==> src/hdl/tcw_pkg.sv <==
// ----------------------------------------------------------------------------
// Text console writer package
// Screen geometry, field widths, request codes and the sweep unit's
// command and status structures.
// ----------------------------------------------------------------------------
package tcw_pkg;

    localparam int COLUMNS = 80;
    localparam int ROWS    = 25;
    localparam int CELLS   = COLUMNS * ROWS;

    localparam int ADDR_W  = $clog2(CELLS);
    localparam int COL_W   = (COLUMNS > 2) ? $clog2(COLUMNS) : 1;
    localparam int ROW_W   = (ROWS > 2) ? $clog2(ROWS) : 1;

    localparam int POS_W   = 11;
    localparam int CHAR_W  = 8;
    localparam int ATTR_W  = 8;
    localparam int CELL_W  = ATTR_W + CHAR_W;
    localparam int REQ_W   = 2;

    localparam logic [CHAR_W-1:0] NEWLINE_CODE = 8'h0A;
    localparam logic [CHAR_W-1:0] BLANK_CODE   = 8'h20;
    localparam logic [ATTR_W-1:0] ATTR_RESET   = 8'h0F;

    localparam logic [REQ_W-1:0] REQ_PUT   = 2'd0;
    localparam logic [REQ_W-1:0] REQ_CLEAR = 2'd1;
    localparam logic [REQ_W-1:0] REQ_READ  = 2'd2;

    typedef struct packed {
        logic              start;
        logic              copy;
        logic [ADDR_W-1:0] first;
        logic [ADDR_W-1:0] last;
        logic [CELL_W-1:0] fill_value;
    } sweep_cmd_t;

    typedef struct packed {
        logic              busy;
        logic              rd_en;
        logic [ADDR_W-1:0] rd_addr;
        logic              wr_en;
        logic [ADDR_W-1:0] wr_addr;
        logic [CELL_W-1:0] wr_data;
    } sweep_sts_t;

endpackage

==> src/hdl/tcw_sweep_unit.sv <==
// ----------------------------------------------------------------------------
// Cell sweep unit
// Address counter that fills a range of cells with one value or copies
// each cell of a range from the cell one row below it.
// ----------------------------------------------------------------------------
module tcw_sweep_unit (
    input  logic                        clk,
    input  logic                        rst_n,
    input  tcw_pkg::sweep_cmd_t         cmd,
    input  logic [tcw_pkg::CELL_W-1:0]  rd_data,
    output tcw_pkg::sweep_sts_t         sts
);
    import tcw_pkg::*;

    logic              active_reg, active_next;
    logic              copy_reg, copy_next;
    logic              pend_reg, pend_next;
    logic [ADDR_W-1:0] idx_reg, idx_next;
    logic [ADDR_W-1:0] last_reg, last_next;
    logic [ADDR_W-1:0] pend_addr_reg, pend_addr_next;
    logic [CELL_W-1:0] fill_reg, fill_next;

    always_comb
    begin
        active_next    = active_reg;
        copy_next      = copy_reg;
        idx_next       = idx_reg;
        last_next      = last_reg;
        fill_next      = fill_reg;
        pend_next      = active_reg & copy_reg;
        pend_addr_next = idx_reg;
        if (cmd.start)
        begin
            active_next = 1'b1;
            copy_next   = cmd.copy;
            idx_next    = cmd.first;
            last_next   = cmd.last;
            fill_next   = cmd.fill_value;
        end
        else if (active_reg)
        begin
            if (idx_reg == last_reg)
            begin
                active_next = 1'b0;
            end
            else
            begin
                idx_next = idx_reg + ADDR_W'(1);
            end
        end
    end

    always_ff @(posedge clk or negedge rst_n)
    begin
        if (!rst_n)
        begin
            active_reg <= 1'b0;
            copy_reg   <= 1'b0;
            pend_reg   <= 1'b0;
        end
        else
        begin
            active_reg <= active_next;
            copy_reg   <= copy_next;
            pend_reg   <= pend_next;
        end
    end

    always_ff @(posedge clk)
    begin
        idx_reg       <= idx_next;
        last_reg      <= last_next;
        pend_addr_reg <= pend_addr_next;
        fill_reg      <= fill_next;
    end

    always_comb
    begin
        sts.busy    = active_reg | pend_reg;
        sts.rd_en   = active_reg & copy_reg;
        sts.rd_addr = idx_reg + ADDR_W'(COLUMNS);
        sts.wr_en   = pend_reg | (active_reg & ~copy_reg);
        sts.wr_addr = pend_reg ? pend_addr_reg : idx_reg;
        sts.wr_data = pend_reg ? rd_data : fill_reg;
    end

    a_range_ordered: assert property (@(posedge clk) disable iff (!rst_n)
        active_reg |-> idx_reg <= last_reg)
        else $error("sweep index beyond range end");

    a_copy_write_follows_read: assert property (@(posedge clk) disable iff (!rst_n)
        pend_reg |-> $past(active_reg & copy_reg))
        else $error("copy write without preceding read");

    a_no_start_while_busy: assert property (@(posedge clk) disable iff (!rst_n)
        cmd.start |-> !sts.busy)
        else $error("sweep started while busy");

endmodule

==> config.mk <==
export PLATFORM = sky130hd
export DESIGN_NAME = tcw_sweep_unit
export DESIGN_NICKNAME = d
export VERILOG_FILES = /design/src/hdl/tcw_pkg.sv /design/src/hdl/tcw_sweep_unit.sv
export SDC_FILE = /design/constraint.sdc
export NUM_CORES = 1
export LEC_CHECK = 0
export ABC_AREA = 1
export BUFFER_PORTS_ARGS = -buffer_cell sky130_fd_sc_hd__buf_2
export CAP_MARGIN = 30
export CORE_MARGIN = 5
export CORE_UTILIZATION = 40
export DETAILED_ROUTE_END_ITERATION = 10
export PLACE_DENSITY = 0.68
export REMOVE_ABC_BUFFERS = 1
export SETUP_SLACK_MARGIN = 0.5
export SKIP_LAST_GASP = 1
export SYNTH_ARGS = -nofsm -noshare
export SYNTH_HDL_FRONTEND = slang
export SYNTH_SLANG_ARGS = --single-unit
==> constraint.sdc <==
create_clock -name clk -period 1.9 [get_ports clk]
set_input_delay 0 -clock clk [delete_from_list [all_inputs] [get_ports clk]]
set_output_delay 0 -clock clk [all_outputs]
set_load 0.1 [all_outputs]
==> run metrics <==
total grt overflow 0; crit path max-delay cell type edfxtp_1; Least-Margin Pin Slew 0.5163 ns; Final Hold Vio Count 0; Clock Latency Late Sink between 0.3 and 0.4 ns; max reg flops 16; Slew headroom between 60% and 70%; FF-to-FF path depth 8; setup violators final 0; All-Layer GR Usage between 10% and 20%; placed insts 446; FP Rows 28; Sequential Area roughly 0.0014 sq mm; CP Capture Type output port; Yosys warnings 0; area occupied by multi-input gates approximately 0.0011 sq mm; met1 wire length between 3 and 4 mm; layout cells sized above 1 between 40% and 50%; WHS Path Cells 3; number of synthesized flops with an enable pin 38; nets@finish around 500; core area 0.005921 sq mm; flops & latches, synth between 50 and 60; IO Pins slightly below 100; global-route wire length before repair between 10 and 15 mm; WP buf/inv 1; TritonRoute pass-1 iters 4; RSZ-0062 raised after global routing yes; sequential element share of the synthesized area 58.78%; WL met3 779 um; most frequent cells in the layout 108 x nand2_1, 62 x buf_2, 38 x edfxtp_1, 38 x dlygate4sd3_1, 24 x buf_4; Iteration-0 DRC Markers between 150 and 200; largest net degree at the start of global routing 43; # DRC 0; fin crit share between 80 and 90%; H-tree levels 2; crit start category flop; R2R Path End idx_reg[10]$_DFFE_PP_; worst hold endpoint idx_reg[2]$_DFFE_PP_; Final ANT Viol Nets 0; fin. max-slew vios 0; flop-to-flop setup slack 0.26 ns; ys flop type edfxtp_1; fillers around 350; VDD IR max 0.5322 mV; IO Port Bufs around 100; Max Fclk between 500 and 600 MHz; fin cells 515; most common cell after layout, fill and taps aside nand2_1; Hold Path Class in -> reg; clock buffer depth 2; Setup WS post-layout approximately 0.19 ns; final WL around 8.3 mm; P_leak about 0.0021 uW; CTS Buf Count 5; Clock Skew about 0.0048 ns; max_cap viols 0; DIE WIDTH roughly 88 um; Mapped Area ~0.0024 sq mm; delay-heaviest family, CP flip-flops; critical path class reg -> out; arrival time at the worst endpoint between 1.5 and 2 ns; GPL Wtd Cong around 0.83; Avg Synthesized Cell Area 8.790 sq um; DP HPWL about 4.6 mm; cell count after synthesis 278; CTS root buffer clkbuf_8; fin crit period between 1.5 and 2 ns; Sink Count 52; Clock Pin Slew Worst Setup and Hold Paths around 0.09 ns; Slowest Stage Delay on Critical Path 0.50 ns; Netlist cell types 26; Die Y approximately 88 um; CTS tree yes; CP Max Fanout 3; topmost layer with routed signal wires met4; die area 0.007772 sq mm; n_diodes 0; vias in the first global route roughly 2300; Vias/cell 4.963; Post-synth ARST share between 5 and 6%; setup TNS 0 ns; Hold Crit Start cmd[29]; status completed; Starting Density 41.27%; pre-CTS setup slack between 0.15 and 0.2 ns; Area Overhead vs Synth 79.98%; worst path required time around 1.9 ns; total length of routed met2 wires ~4 mm; Power Density 929.5 mW/mm^2; DR vias roughly 2600; routed length per instance ~16 um; crit path cell chain ha_4, nor2_4, nor2_2, nand2_2, xor2_2, buf_12; worst r2r src idx_reg[3]$_DFFE_PP_; initial antenna violation count 0
routing by layer:
metal  vias to the layer above  GRT usage, %
met3                        21         4.327
met5                         -             0
met2                       143         31.48
met1                      1194         22.72
met4                         0         5.632
li1                       1198             -
worst register-to-register path, stage by stage (launching register included):
cell and delay [ns]:
edfxtp_1 0.51, inv_1 0.19, nand2_1 0.08, nand2_1 0.08, nand2_1 0.07, nor2_1 0.12
nand3_1 0.10, nand2_2 0.14, nand2_4 0.11
Yosys cell counts (all sizes together), types with 2 or more instances:
master / n / area (sq um)
inv: 27 / 101.3
clkbuf: 3 / 12.51
nor2: 12 / 50.05
xor2: 5 / 43.79
ha: 2 / 25.02
clkinv: 2 / 8.750
nand2: 125 / 474.2
dfxtp: 11 / 220.2
buf: 10 / 62.56
nand3: 9 / 50.05
o21ai: 21 / 108.9
a21oi: 3 / 15.01
xnor2: 4 / 35.03
nand4: 2 / 12.51
edfxtp: 38 / 1141
dfrtp: 3 / 75.07
metrics by stage:
| stage | util, % | instance area [sq um] | total power (uW) | hold WS (ns) |
|---|---|---|---|---|
| 2_1_floorplan | - | 2369 | 2485 | -0.2956 |
| 3_5_place_dp | 54.44 | 3223 | 2909 | -0.1966 |
| 3_3_place_gp | 54.44 | 3223 | 2894 | -0.2005 |
| 5_1_grt | 74.28 | 4398 | 4217 | 0.03359 |
| 4_1_cts | 67.03 | 3969 | 3855 | 0.01773 |
| 6_report | 74.28 | 4398 | 4088 | 0.007843 |
layout make-up:
cell class                 instances  share of cell area [%]
tap                               75                   2.134
inverter                          29                   2.873
clock inverter                     2                  0.7966
sequential                        52                   32.69
clock buffer                       6                   1.650
timing repair buffer             166                   35.22
multi-input combinational        185                   24.64
timing repair:
item / CTS / global route
buffers inserted: 8 / 13
pin swaps: 8 / 14
cloned: 1 / 1
gates resized for setup: 70 / 78
hold endpoints to repair: 40 / 0
hold buffers: 38 / 0
setup endpoints to repair: 53 / 51
power by group:
group,total (uW),internal [uW],switching (uW),leakage (uW)
registers,1390,1330,62.5,0.000509
logic,1940,636,1300,0.00152
clock network,754,391,363,0.0000552
logic make-up (layout without fill, tap and decap cells):
logic type	count (synthesis)	count (layout)	share of synthesized area, %
simple gates	148	149	24.01
flops	52	52	58.78
buf+inv	42	203	7.577
fa+ha+maj	2	2	1.024
compound gates	25	25	5.376
xor+xnor	9	9	3.226
how the worst max path moves through the flow:
stage | start | to | slack [ns] | cells past startpoint
2_1_floorplan | idx_reg[0]$_DFFE_PP_ | sts[16] | -1.44 | 2
3_3_place_gp | idx_reg[0]$_DFFE_PP_ | idx_reg[6]$_DFFE_PP_ | 0.23 | 8
3_5_place_dp | idx_reg[0]$_DFFE_PP_ | idx_reg[10]$_DFFE_PP_ | 0.19 | 8
4_1_cts | idx_reg[5]$_DFFE_PP_ | sts[38] | 0.24 | 6
5_1_grt | idx_reg[10]$_DFFE_PP_ | idx_reg[1]$_DFFE_PP_ | 0.16 | 8
6_report | idx_reg[4]$_DFFE_PP_ | sts[38] | 0.19 | 6
Note: power is estimated with default switching activity, not from simulation.
